$ cat src/sv/rfd_pkg.sv
`default_nettype none

package rfd_pkg;

  // Header layout, little endian.
  localparam int unsigned HdrBytes = 12;
  localparam int unsigned HdrIdxW  = $clog2(HdrBytes);
  localparam int unsigned CntW     = 32;

  localparam int unsigned MagicAt  = 0;
  localparam int unsigned TypeAt   = 2;
  localparam int unsigned CtlLenAt = 4;
  localparam int unsigned DataLenAt = 6;
  localparam int unsigned OffsetAt = 10;
  localparam int unsigned FlagsAt  = 11;

  // Configuration register indexes.
  localparam logic [0:0] CfgMagic     = 1'b0;
  localparam logic [0:0] CfgMaxDataLen = 1'b1;

  typedef enum logic [1:0] {
    PH_HEADER  = 2'd0,
    PH_CONTROL = 2'd1,
    PH_DATA    = 2'd2
  } phase_e;

  typedef enum logic [1:0] {
    REG_HEADER  = 2'd0,
    REG_CONTROL = 2'd1,
    REG_DATA    = 2'd2,
    REG_NONE    = 2'd3
  } region_e;

  typedef enum logic [1:0] {
    ERR_NONE   = 2'd0,
    ERR_MAGIC  = 2'd1,
    ERR_OFFSET = 2'd2,
    ERR_DLEN   = 2'd3
  } err_e;

endpackage

`default_nettype wire

$ cat src/sv/rpc_frame_deframer.sv
// Length-prefixed frame deframer.
// Input channel (in_valid_i / in_ready_o) carries one stream byte per beat,
// together with an abort bit. Output channel (out_valid_o / out_ready_i)
// carries exactly one result beat per input beat: the byte passed through,
// its region (header, control, data or not consumed), a frame-end flag, the
// sticky error code, and the header fields, which are nonzero only on the
// beat that ends a frame.
// Configuration is a plain write port: cfg_we_i, cfg_idx_i (0 magic word,
// 1 maximum data length) and cfg_wdata_i. Write it only while idle.
// A beat accepted at one edge shows up on the output after that edge.
// Throughput is one beat per cycle while the receiver keeps up; the whole
// decision for a byte is a counter increment, 32-bit compares and the
// header checks, all between the state registers and the output register.
// Reset clears the phase, the byte count, the error and the output valid,
// and loads the magic word with 0 and the maximum data length with all ones.
// The header bytes themselves are not reset; each is written before use.
// When the receiver stalls, the output register holds its beat and input
// ready drops only while that beat is still unread, so a new byte is taken
// in the same cycle the pending result leaves.
`default_nettype none

module rpc_frame_deframer (
  input  wire logic        clk_i,
  input  wire logic        rst_ni,

  input  wire logic        cfg_we_i,
  input  wire logic [0:0]  cfg_idx_i,
  input  wire logic [31:0] cfg_wdata_i,

  input  wire logic        in_valid_i,
  output logic             in_ready_o,
  input  wire logic [7:0]  byte_in_i,
  input  wire logic        abort_i,

  output logic             out_valid_o,
  input  wire logic        out_ready_i,
  output logic [7:0]       byte_out_o,
  output logic [1:0]       region_o,
  output logic             frame_end_o,
  output logic [1:0]       error_code_o,
  output logic [15:0]      frame_type_o,
  output logic [15:0]      control_len_o,
  output logic [31:0]      data_len_o,
  output logic [7:0]       msg_offset_o,
  output logic [7:0]       flags_o
);

  // Configuration registers.
  logic [15:0] magic_q;
  logic [31:0] max_dlen_q;

  always_ff @(posedge clk_i or negedge rst_ni) begin
    if (!rst_ni) begin
      magic_q    <= '0;
      max_dlen_q <= '1;
    end else if (cfg_we_i) begin
      unique case (cfg_idx_i)
        rfd_pkg::CfgMagic:      magic_q    <= cfg_wdata_i[15:0];
        rfd_pkg::CfgMaxDataLen: max_dlen_q <= cfg_wdata_i;
        default:                magic_q    <= magic_q;
      endcase
    end
  end

  // Frame state.
  rfd_pkg::phase_e phase_q, phase_d;
  rfd_pkg::err_e   err_q, err_d;
  logic [rfd_pkg::CntW-1:0] cnt_q, cnt_d, cnt_inc;
  logic [7:0] hdr_q [rfd_pkg::HdrBytes];
  logic       hdr_we;

  logic out_valid_q;
  logic in_fire;

  assign in_ready_o = !out_valid_q || out_ready_i;
  assign in_fire    = in_valid_i && in_ready_o;

  // Header fields as seen from the stored bytes.
  logic [15:0] hdr_magic, hdr_type, hdr_ctl_len;
  logic [31:0] hdr_dlen;
  logic [7:0]  hdr_offset, hdr_flags;

  assign hdr_magic   = {hdr_q[rfd_pkg::MagicAt+1], hdr_q[rfd_pkg::MagicAt]};
  assign hdr_type    = {hdr_q[rfd_pkg::TypeAt+1], hdr_q[rfd_pkg::TypeAt]};
  assign hdr_ctl_len = {hdr_q[rfd_pkg::CtlLenAt+1], hdr_q[rfd_pkg::CtlLenAt]};
  assign hdr_dlen    = {hdr_q[rfd_pkg::DataLenAt+3], hdr_q[rfd_pkg::DataLenAt+2],
                        hdr_q[rfd_pkg::DataLenAt+1], hdr_q[rfd_pkg::DataLenAt]};
  assign hdr_offset  = hdr_q[rfd_pkg::OffsetAt];
  // The flags byte is the last header byte, so in the header phase it is
  // still on the input when an empty frame ends.
  assign hdr_flags   = (phase_q == rfd_pkg::PH_CONTROL || phase_q == rfd_pkg::PH_DATA)
                       ? hdr_q[rfd_pkg::FlagsAt] : byte_in_i;

  // Header check, in priority order.
  rfd_pkg::err_e chk;
  always_comb begin
    priority if (hdr_magic != magic_q) begin
      chk = rfd_pkg::ERR_MAGIC;
    end else if (hdr_offset < 8'(rfd_pkg::HdrBytes)) begin
      chk = rfd_pkg::ERR_OFFSET;
    end else if (hdr_dlen > max_dlen_q) begin
      chk = rfd_pkg::ERR_DLEN;
    end else begin
      chk = rfd_pkg::ERR_NONE;
    end
  end

  assign cnt_inc = cnt_q + 32'd1;

  rfd_pkg::region_e region;
  logic             fend;

  always_comb begin
    phase_d = phase_q;
    err_d   = err_q;
    cnt_d   = cnt_q;
    region  = rfd_pkg::REG_NONE;
    fend    = 1'b0;
    hdr_we  = 1'b0;
    if (abort_i) begin
      err_d   = rfd_pkg::ERR_NONE;
      phase_d = rfd_pkg::PH_HEADER;
      cnt_d   = '0;
    end else if (err_q == rfd_pkg::ERR_NONE) begin
      unique case (phase_q)
        rfd_pkg::PH_CONTROL: begin
          region = rfd_pkg::REG_CONTROL;
          if (cnt_inc >= {16'd0, hdr_ctl_len}) begin
            cnt_d = '0;
            if (hdr_dlen == 32'd0) begin
              fend    = 1'b1;
              phase_d = rfd_pkg::PH_HEADER;
            end else begin
              phase_d = rfd_pkg::PH_DATA;
            end
          end else begin
            cnt_d = cnt_inc;
          end
        end
        rfd_pkg::PH_DATA: begin
          region = rfd_pkg::REG_DATA;
          if (cnt_inc >= hdr_dlen) begin
            cnt_d   = '0;
            fend    = 1'b1;
            phase_d = rfd_pkg::PH_HEADER;
          end else begin
            cnt_d = cnt_inc;
          end
        end
        default: begin
          phase_d = rfd_pkg::PH_HEADER;
          region  = rfd_pkg::REG_HEADER;
          hdr_we  = (cnt_q < 32'(rfd_pkg::HdrBytes));
          if (cnt_inc >= 32'(rfd_pkg::HdrBytes)) begin
            cnt_d = '0;
            if (chk != rfd_pkg::ERR_NONE) begin
              err_d = chk;
            end else if (hdr_ctl_len != 16'd0) begin
              phase_d = rfd_pkg::PH_CONTROL;
            end else if (hdr_dlen != 32'd0) begin
              phase_d = rfd_pkg::PH_DATA;
            end else begin
              fend = 1'b1;
            end
          end else begin
            cnt_d = cnt_inc;
          end
        end
      endcase
    end
  end

  always_ff @(posedge clk_i or negedge rst_ni) begin
    if (!rst_ni) begin
      phase_q <= rfd_pkg::PH_HEADER;
      err_q   <= rfd_pkg::ERR_NONE;
      cnt_q   <= '0;
    end else if (in_fire) begin
      phase_q <= phase_d;
      err_q   <= err_d;
      cnt_q   <= cnt_d;
    end
  end

  always_ff @(posedge clk_i) begin
    if (in_fire && hdr_we) begin
      hdr_q[cnt_q[rfd_pkg::HdrIdxW-1:0]] <= byte_in_i;
    end
  end

  // Output register.
  always_ff @(posedge clk_i or negedge rst_ni) begin
    if (!rst_ni) begin
      out_valid_q <= 1'b0;
    end else begin
      out_valid_q <= in_fire || (out_valid_q && !out_ready_i);
    end
  end

  logic [7:0]  byte_q, offset_q, flags_q;
  logic [1:0]  region_q, errc_q;
  logic        fend_q;
  logic [15:0] type_q, ctl_q;
  logic [31:0] dlen_q;

  always_ff @(posedge clk_i) begin
    if (in_fire) begin
      byte_q   <= byte_in_i;
      region_q <= region;
      fend_q   <= fend;
      errc_q   <= err_d;
      type_q   <= fend ? hdr_type    : 16'd0;
      ctl_q    <= fend ? hdr_ctl_len : 16'd0;
      dlen_q   <= fend ? hdr_dlen    : 32'd0;
      offset_q <= fend ? hdr_offset  : 8'd0;
      flags_q  <= fend ? hdr_flags   : 8'd0;
    end
  end

  assign out_valid_o   = out_valid_q;
  assign byte_out_o    = byte_q;
  assign region_o      = region_q;
  assign frame_end_o   = fend_q;
  assign error_code_o  = errc_q;
  assign frame_type_o  = type_q;
  assign control_len_o = ctl_q;
  assign data_len_o    = dlen_q;
  assign msg_offset_o  = offset_q;
  assign flags_o       = flags_q;

endmodule

`default_nettype wire

$ cat config.mk
export PLATFORM = sky130hd
export DESIGN_NAME = rpc_frame_deframer
export DESIGN_NICKNAME = d
export VERILOG_FILES = /design/src/sv/rfd_pkg.sv /design/src/sv/rpc_frame_deframer.sv
export SDC_FILE = /design/constraint.sdc
export NUM_CORES = 1
export LEC_CHECK = 0
export BUFFER_PORTS_ARGS = -buffer_cell sky130_fd_sc_hd__buf_2
export CAP_MARGIN = 15
export CORE_MARGIN = 4
export CORE_UTILIZATION = 45
export DETAILED_ROUTE_END_ITERATION = 7
export SLEW_MARGIN = 20
export SYNTH_ARGS = -nofsm -noshare
export SYNTH_HDL_FRONTEND = slang
export SYNTH_SLANG_ARGS = --single-unit
$ cat constraint.sdc
create_clock -name clk_i -period 8.99 [get_ports clk_i]
set_clock_uncertainty 0.15 [all_clocks]
set_input_delay 0.899 -clock clk_i [delete_from_list [all_inputs] [get_ports clk_i]]
set_output_delay 0.899 -clock clk_i [all_outputs]
set_load 0.01 [all_outputs]
==> qor.txt, run 1 <==
Post-CTS Resized -> 0
Drt via density -> 5.66
Number of global-route vias before repair -> 9175
Post-CTS Setup Inserts -> 0
Ports -> 142
Global-route wire length before repair -> 54900 microns
Cell Chain, Critical Path -> ha_1, nand3_2, or4_1, nor2_1, nand2_1, and2_1, or2_2, ha_1, and4_1, nand4_1, a211oi_1, o21ai_0, a311o_1, a21boi_0, a311oi_4, buf_4, nor3_4, and2_1
Clk pin slew, worst setup/hold paths -> 0.06 ns
VDD IR max -> 0.000180 V
Worst EP required -> 9.27 ns
Max clock buf depth -> 3
Synth Register Bits -> 274
Core footprint -> 0.0296 sq mm
Critical Path AT -> 6.14 ns
Post-synthesis cell area -> 0.0135 sq mm
CTS Root Cell -> clkbuf_16
Post-synth EDFFs -> 189
Starting Density -> 45.5%
Die Wd -> 181 microns
Slew @ Worst Pin -> 0.986 ns
Net Count, Synth -> 1224
Setup_tns -> 0 ns
Outcome -> complete, no violations
Leakage -> 6.60 nW
Ys Warns -> 0
Final nets -> 1351
Final period util -> 65.2%
Register area share after synthesis -> 58.3%
Fraction of layout cells with a size suffix above 1 -> 24.9%
Max Clk Rate -> 171 MHz
Rows -> 63
Crit start category -> flop
Htree depth -> 1
Fin area -> 0.0156 sq mm
Synth cell types -> 67
Worst path max stage delay -> 0.73 ns
CP endpoint kind -> flop
Port bufs -> 141
Post-route DRC -> 0
Synth Flop Type -> edfxtp_1
Worst min-delay path category -> input port to asynchronous set/reset pin
Vias -> 9240
Slowest cell on crit path -> or4_1
CTS tree -> yes
Pwr dens -> 192 mW/mm^2
Placed Area -> 0.0145 sq mm
Post-DP HPWL -> 24800 microns
Later-pin clock latency in the skew report -> 0.57 ns
WP buf/inv -> 1
CTS sink count -> 274
# fillers -> 2575
Placer Congestion -> 0.916
Maxcap violations -> 0
GRT Total Usage -> 21.3%
Crit path max fanout -> 28
Slew HR -> 32.6%
Setup-failing EPs final -> 0
Largest net degree at the start of global routing -> 58
Initial antenna violation count -> 0
Die Area -> 0.0327 sq mm
Remaining global-route overflow -> 0
Synthesized netlist cell count -> 1093
Synth-to-Final Area Change -> 16.1%
Starting DRT DRC Count -> 625
Hold_buf cts -> 0
Async SR Flop Fraction -> 31.0%
RSZ-0062 raised after global routing -> no
Final Max Slew Viols -> 0
Syn Area/Cell -> 12.3 sq um
CTS buffer count -> 29
Worst setup path category -> flop to flop
Height of the die -> 181 microns
Post-layout min period -> 5.86 ns
DRT Pass-1 Iters -> 5
Endpoints failing hold -> 0
Detailed Route WL -> 35400 microns
Delay-heaviest family, CP -> simple AND/OR/NAND/NOR gates
Drt wl/cell -> 21.7 microns
N_diodes -> 0
Antenna Violating Nets Remaining -> 0
-- final cells by class --
| cell class | count | area (sq um) | area share (%) |
|---|---|---|---|
| sequential | 274 | 7840 | 50.2 |
| inverter | 86 | 325 | 2.08 |
| multi-input combinational | 677 | 5100 | 32.7 |
| clock inverter | 20 | 264 | 1.69 |
| tap | 390 | 488 | 3.12 |
| clock buffer | 34 | 807 | 5.17 |
| timing repair buffer | 152 | 791 | 5.06 |
-- through the flow --
step           utilization, %  setup slack, ns  instances  total power [mW]  hold WS, ns
3_3_place_gp             49.2             2.93       1579              1.71        0.350
4_1_cts                  52.8             3.14       1633              3.04        0.161
5_1_grt                  52.8             2.70       1633              3.13        0.176
2_1_floorplan               -             3.95       1093              1.62        0.347
6_report                 52.8             3.13       1633              3.01        0.147
3_5_place_dp             49.2             3.19       1579              1.72        0.353
-- cells in the final DEF, fill, tap and decap left out, drive strengths merged, types with 14 or more instances in the layout --
cell type  instances
ha                84
o21ai             17
a21oi             33
edfxtp           189
nor3              20
xnor2             14
dfstp             32
nor4              85
a21o              25
and2              29
mux2              48
nand4             28
nand2b            14
nand2             49
inv               86
a22o              18
buf              152
clkbuf            34
xor2              23
nor2              47
dfrtp             53
nand3             19
-- layer usage --
layer / vias to the layer above / GRT usage, % / routed length (microns)
li1: 4350 / - / -
met1: 4442 / 31.6 / 16300
met2: 381 / 32.1 / 15400
met3: 67 / 4.09 / 2630
met4: 0 / 6.30 / 988
met5: - / 0 / 0
-- state kept, by name, summed over array words and instances (netlist names) --
signal,cells
cnt_q,32
max_dlen_q,32
region_o,2
data_len_o,32
frame_type_o,16
err_q,2
control_len_o,16
msg_offset_o,8
byte_out_o,8
error_code_o,2
out_valid_o,1
flags_o,8
frame_end_o,1
phase_q,2
hdr_q,96
magic_q,16
-- synthesized netlist by cell type (16+ instances only) --
master	number	share of area [%]
edfxtp_1	189	42
inv_1	85	2.4
nor4_1	85	4.0
ha_1	84	7.8
dfrtp_1	53	9.9
nand2_1	49	1.4
mux2_2	48	4.0
nor2_1	47	1.3
clkbuf_1	37	1.0
a21oi_1	33	1.2
dfstp_2	32	6.2
and2_1	29	1.3
nand4_1	28	1.3
a21o_1	25	1.4
xor2_1	23	1.5
nor3_1	19	0.71
a22o_1	18	1.2
nand3_1	17	0.63
o21ai_0	16	0.59
-- worst paths after layout --
check | startpoint | endpoint | slack (ns) | depth (start not counted)
setup / recovery | cnt_q[0] | frame_type_o[8] | 3.13 | 18
hold / removal | rst_ni | cnt_q[19] | 0.15 | 1
setup reg to reg | cnt_q[0] | frame_type_o[8] | 3.13 | 18
hold reg to reg | hdr_q[10][1] | msg_offset_o[1] | 0.37 | 1
max in group asynchronous | rst_ni | magic_q[9] | 7.46 | 2
min in group clk_i | hdr_q[10][1] | msg_offset_o[1] | 0.37 | 1
-- report_power, final --
group / internal, mW / switching, mW
registers: 1.43 / 0.0331
logic: 0.0936 / 0.136
clock network: 0.792 / 0.524
-- cell families (layout without fill, tap and decap cells) --
logic type,Yosys count,count (layout),share of synthesized area (%)
and+or+nand+nor,344,344,14.4
DFF,274,274,58.3
AOI/OAI and AO/OA,154,154,8.30
buffers and inverters,142,292,4.09
adders and majority gates,85,85,7.88
muxes,57,57,4.69
xor gates and xnor gates,37,37,2.41
Note: power is estimated with default switching activity, not from simulation.
==> run 2: changes to the inputs <==
==> constraint.sdc (replaced) <==
create_clock -name clk_i -period 5.5 [get_ports clk_i]
set_clock_uncertainty 0.15 [all_clocks]
set_input_delay 0.55 -clock clk_i [delete_from_list [all_inputs] [get_ports clk_i]]
set_output_delay 0.55 -clock clk_i [all_outputs]
set_load 0.01 [all_outputs]
==> run 2 against run 1 <==
Compared with the run above: sequential share of layout area about the same; routed wire length is 1.2% higher; worst hold slack worse by 0.086 ns; register-to-register slack got worse by 2.8 ns; utilization about the same; largest power group unchanged; highest routed layer unchanged; worst setup slack got worse by 2.8 ns; fmax up 12%; global-route usage is essentially flat; flip-flop and latch count unchanged; non-clock buffer count grew 19; critical path type unchanged; die area unchanged; clock power is 43% higher.
==> qor.txt, run 2 (synthesized netlist as in run 1, its figures left out) <==
Max reg flops -> 96
CP Launch Point -> cnt_q[8]
Storage cell area -> 0.00784 sq mm
# fillers -> 2589
VDD IR max -> 0.000221 V
Multi-input gate area -> 0.00509 sq mm
Height of the die -> 181 microns
Hold path depth -> 2
Crit start category -> flop
Synth-to-Final Area Change -> 16.0%
Pwr Total -> 4.66 mW
RR Startpoint -> cnt_q[8]
Reg2reg end -> frame_type_o[14]
GRT Total Usage -> 21.3%
CTS sink count -> 274
Reg2Reg Setup Slack -> 0.29 ns
CTS Root Cell -> clkbuf_16
Global-route wire length before repair -> 54900 microns
Starting Density -> 45.5%
R2R cell count -> 17
Initial antenna violation count -> 1
Max clock buf depth -> 3
Max Clk Rate -> 192 MHz
Starting DRT DRC Count -> 843
Commonest cells after routing, fill and taps aside -> edfxtp_1 (189), buf_2 (140), nor4_1 (85)
Number of global-route vias before repair -> 9317
Leakage -> 6.62 nW
Final nets -> 1370
Drt via density -> 5.74
Drt wl/cell -> 21.7 microns
Setup-failing EPs final -> 0
Pwr dens -> 299 mW/mm^2
Post-route DRC -> 0
Htree depth -> 1
Clk pin slew, worst setup/hold paths -> 0.06 ns
Slew HR -> 33.1%
DRT Pass-1 Iters -> 6
N_diodes -> 0
RSZ-0062 raised after global routing -> no
Detailed Route WL -> 35800 microns
Post-DP HPWL -> 25500 microns
Hold Path Sink -> out_valid_o
Fraction of layout cells with a size suffix above 1 -> 25.3%
Rows -> 63
Commonest non-fill, non-tap cell in the layout -> edfxtp_1
Largest net degree at the start of global routing -> 63
Vias -> 9487
Critical Path AT -> 5.37 ns
Outcome -> complete, no violations
Core footprint -> 0.0296 sq mm
Port bufs -> 141
CP endpoint kind -> flop
Worst setup path category -> flop to flop
Maxcap violations -> 0
Placer Congestion -> 0.904
Antenna Violating Nets Remaining -> 0
Final Max Slew Viols -> 0
CTS tree -> yes
Die Wd -> 181 microns
Setup_tns -> 0 ns
Crit path max fanout -> 28
Final period util -> 94.8%
Remaining global-route overflow -> 0
Slew @ Worst Pin -> 0.979 ns
Post-CTS Setup Inserts -> 0
Hold Crit Start -> in_valid_i
Die Area -> 0.0327 sq mm
Endpoints failing hold -> 0
Post-layout min period -> 5.21 ns
CTS buffer count -> 29
Worst EP required -> 5.65 ns
Worst min-delay path category -> input port to flop
Ports -> 142
Later-pin clock latency in the skew report -> 0.56 ns
[run 2: cell count changes in the layout (fill, tap and decap cells not counted), moves of 3 or more]
| cell | previous run | this run |
|---|---|---|
| buf_4 | 12 | 27 |
| bufinv_16 | 5 | 2 |
| clkbuf_1 | 1 | 5 |
| clkinv_1 | 2 | 5 |
[run 2: worst max-delay path, stage by stage (launching register included)]
cell	delay (ns)
dfrtp_1	0.50
nand3_1	0.22
or4_1	0.60
buf_4	0.20
or3_1	0.45
nor2_1	0.15
xor2_1	0.25
ha_1	0.29
and4_1	0.20
nand4_1	0.17
nor3_1	0.07
a311o_1	0.33
a221oi_1	0.26
a21boi_0	0.22
a311oi_4	0.39
nor3_2	0.06
buf_4	0.24
and2_1	0.19
[run 2: worst max-delay path by stage]
stage,endpoint,depth (start not counted)
global placement,flags_o[4],16
CTS,control_len_o[15],16
floorplan,frame_type_o[0],19
finish,frame_type_o[14],17
global route,msg_offset_o[6],18
detailed placement,data_len_o[30],16
[run 2: repair_timing]
| item | in CTS | in global routing |
|---|---|---|
| hold endpoints to repair | 36 | 0 |
| setup endpoints to repair | 0 | 40 |
| resized for setup | 0 | 4 |
| hold buffers | 1 | 0 |
[run 2: metal layers]
metal | vias to the layer above | track usage, % | routed length, microns
li1 | 4402 | - | -
met1 | 4616 | 31.8 | 16200
met2 | 404 | 32.3 | 15800
met3 | 65 | 3.40 | 2680
met4 | 0 | 6.09 | 1130
met5 | - | 0 | 0
[run 2: final cells by class]
cell class              instances  area share (%)
inverters                      86            2.08
well taps                     390            3.13
multi-input cells             677            32.6
flip-flops and latches        274            50.2
clock inverters                20            1.08
clock buffers                  34            4.77
repair buffers                171            6.12
[run 2: stage by stage]
stage / worst slack [ns] / hold WS (ns) / utilization (%) / area [sq um] / instances
2_1_floorplan: 0.458 / 0.104 / - / 13500 / 1093
3_3_place_gp: 0.424 / 0.349 / 49.6 / 14700 / 1597
3_5_place_dp: 0.364 / 0.354 / 49.6 / 14700 / 1597
4_1_cts: 0.339 / 0.0437 / 52.8 / 15600 / 1652
5_1_grt: 0.0105 / 0.0649 / 52.8 / 15600 / 1652
6_report: 0.288 / 0.0614 / 52.8 / 15600 / 1652
[run 2: where the power goes]
group,switching (mW),internal (mW)
sequential,0.0495,2.33
clock,0.827,1.07
combinational,0.229,0.158
total,1.11,3.56
==> run 3: changes to the inputs <==
--- a/config.mk
+++ b/config.mk
@@ -10,6 +10,7 @@
 export CORE_MARGIN = 4
 export CORE_UTILIZATION = 45
 export DETAILED_ROUTE_END_ITERATION = 7
+export GPL_TIMING_DRIVEN = 0
 export SLEW_MARGIN = 20
 export SYNTH_ARGS = -nofsm -noshare
 export SYNTH_HDL_FRONTEND = slang
==> run 3 against run 2 <==
Compared with the run above: power rose by 4.2%; worst hold slack better by 0.0055 ns; routed wire length is 2.0% higher; utilization increased by 1.7 points; sequential power is essentially flat; die area is the same; critical path type unchanged; critical endpoint is now data_len_o[17]; largest power group unchanged.
==> qor.txt, run 3 (synthesized netlist as in run 1, its figures left out) <==
Clock share of power -> 42.5%
CTS tree -> yes
Largest net degree at the start of global routing -> 80
VDD IR max -> 0.000227 V
Synth-to-Final Area Change -> 19.7%
Worst min-delay path category -> input port to flop
Endpoints failing hold -> 0
Net Switching -> 1.11 mW
CP endpoint kind -> flop
Die Area -> 0.0327 sq mm
Placed Area -> 0.0147 sq mm
Setup_tns -> 0 ns
Worst setup path category -> flop to flop
Crit start category -> flop
Number of global-route vias before repair -> 9504
Post-route DRC -> 0
Fraction of layout cells with a size suffix above 1 -> 27.3%
Outcome -> complete, no violations
Slew HR -> 36.6%
Slew @ Worst Pin -> 0.927 ns
Register share of total power -> 49.0%
Height of the die -> 181 microns
Commonest cells after routing, fill and taps aside -> edfxtp_1 (189), buf_2 (151), inv_1 (84)
Top sig layer -> met5
Setup-failing EPs final -> 0
Comb power frac -> 8.5%
Antenna Violating Nets Remaining -> 0
Switching Share -> 22.8%
Met2 routed WL -> 16200 microns
Drt via density -> 5.64
Drt wl/cell -> 21.5 microns
Max reg flops -> 96
Met3 WL -> 2490 microns
Placer Congestion -> 0.912
Post-layout min period -> 5.30 ns
Metal-1 WL -> 16900 microns
Ports -> 142
Vias -> 9582
Clk pin slew, worst setup/hold paths -> 0.06 ns
Rows -> 63
Final nets -> 1416
Post-DP HPWL -> 26000 microns
Max clock buf depth -> 3
Remaining global-route overflow -> 0
CTS buffer count -> 30
Detailed Route WL -> 36600 microns
Die Wd -> 181 microns
Global-route wire length before repair -> 55800 microns
Final Max Slew Viols -> 0
Final period util -> 96.3%
Worst EP required -> 5.62 ns
Maxcap violations -> 0
Critical Path AT -> 5.41 ns
Max Clk Rate -> 189 MHz
Starting Density -> 45.5%
Internal -> 3.75 mW
Fin area -> 0.0161 sq mm
Leakage -> 6.81 nW
Starting DRT DRC Count -> 758
Later-pin clock latency in the skew report -> 0.57 ns
Crit path max fanout -> 10
Port bufs -> 141
Htree depth -> 1
DRT Pass-1 Iters -> 5
Initial antenna violation count -> 3
Pwr dens -> 302 mW/mm^2
GRT Total Usage -> 21.8%
Commonest non-fill, non-tap cell in the layout -> edfxtp_1
N_diodes -> 0
Core footprint -> 0.0296 sq mm
CTS sink count -> 274
CTS Root Cell -> clkbuf_16
-- run 3: changes by cell type in the layout (fill, tap and decap cells not counted), sizes merged --
cell,delta
clkbuf,+43
buf,+10
clkinv,-7
bufinv,+2
clkinvlp,-1
-- run 3: metrics by stage --
stage | hold WS (ns) | worst slack (ns) | power (mW) | utilization, % | std cells
floorplan | 0.104 | 0.458 | 2.65 | - | 1093
global placement | 0.352 | -0.984 | 2.81 | 49.6 | 1624
detailed placement | 0.249 | -0.939 | 2.82 | 49.9 | 1626
CTS | 0.0463 | 0.0211 | 4.91 | 54.0 | 1689
global route | 0.0654 | -0.0276 | 5.04 | 54.5 | 1699
finish | 0.0669 | 0.201 | 4.86 | 54.5 | 1699
-- run 3: path summary, 6_finish.rpt --
| path | startpoint | endpoint | slack (ns) | depth (start not counted) |
|---|---|---|---|---|
| worst max-delay path | cnt_q[8] | data_len_o[17] | 0.20 | 16 |
| worst min-delay path | in_valid_i | out_valid_o | 0.07 | 2 |
| worst max register to register | cnt_q[8] | data_len_o[17] | 0.20 | 16 |
| worst min register to register | hdr_q[2][2] | frame_type_o[2] | 0.37 | 1 |
| max in group asynchronous | rst_ni | max_dlen_q[24] | 4.27 | 3 |
| min in group asynchronous | rst_ni | cnt_q[18] | 0.25 | 2 |
-- run 3: metal layers --
layer	up-vias	global-route usage (%)
li1	4485	-
met1	4666	32.6
met2	360	33.4
met3	67	3.48
met4	4	5.67
met5	-	0
-- run 3: cell type report --
cell class	instances	area [sq um]
clock inverters	14	189
fillers	2517	13500
flip-flops and latches	274	7850
repair buffers	162	925
well taps	390	488
plain buffers	54	240
inverters	86	333
multi-input cells	677	5250
clock buffers	42	836
-- run 3: repair_timing --
action / 4_1_cts / 5_1_grt
buffers inserted: 6 / 12
pin swaps: 2 / 4
endpoints found under the setup margin: 114 / 112
endpoints found under the hold margin: 31 / 0
hold buffers: 1 / 0
gates resized for setup: 29 / 19
-- run 3: power by group through the flow --
stage | Clock [mW] | Sequential, mW | Combinational (mW)
2_1_floorplan | 0 | 2.43 | 0.214
4_1_cts | 2.11 | 2.39 | 0.409
6_report | 2.06 | 2.38 | 0.415
3_5_place_dp | 0 | 2.43 | 0.393
3_3_place_gp | 0 | 2.43 | 0.377
5_1_grt | 2.18 | 2.39 | 0.461
-- run 3: critical path, stage by stage, from the launching register on --
cell       delay [ns]
dfrtp_1          0.31
buf_2            0.20
nand3_1          0.21
nor4_1           0.82
a21boi_0         0.32
or2_2            0.39
ha_1             0.29
a21o_1           0.16
a21o_1           0.17
a2111oi_1        0.42
o21bai_1         0.11
a221oi_1         0.37
a21boi_1         0.16
a311oi_4         0.34
buf_4            0.22
clkbuf_4         0.25
nor4_1           0.10
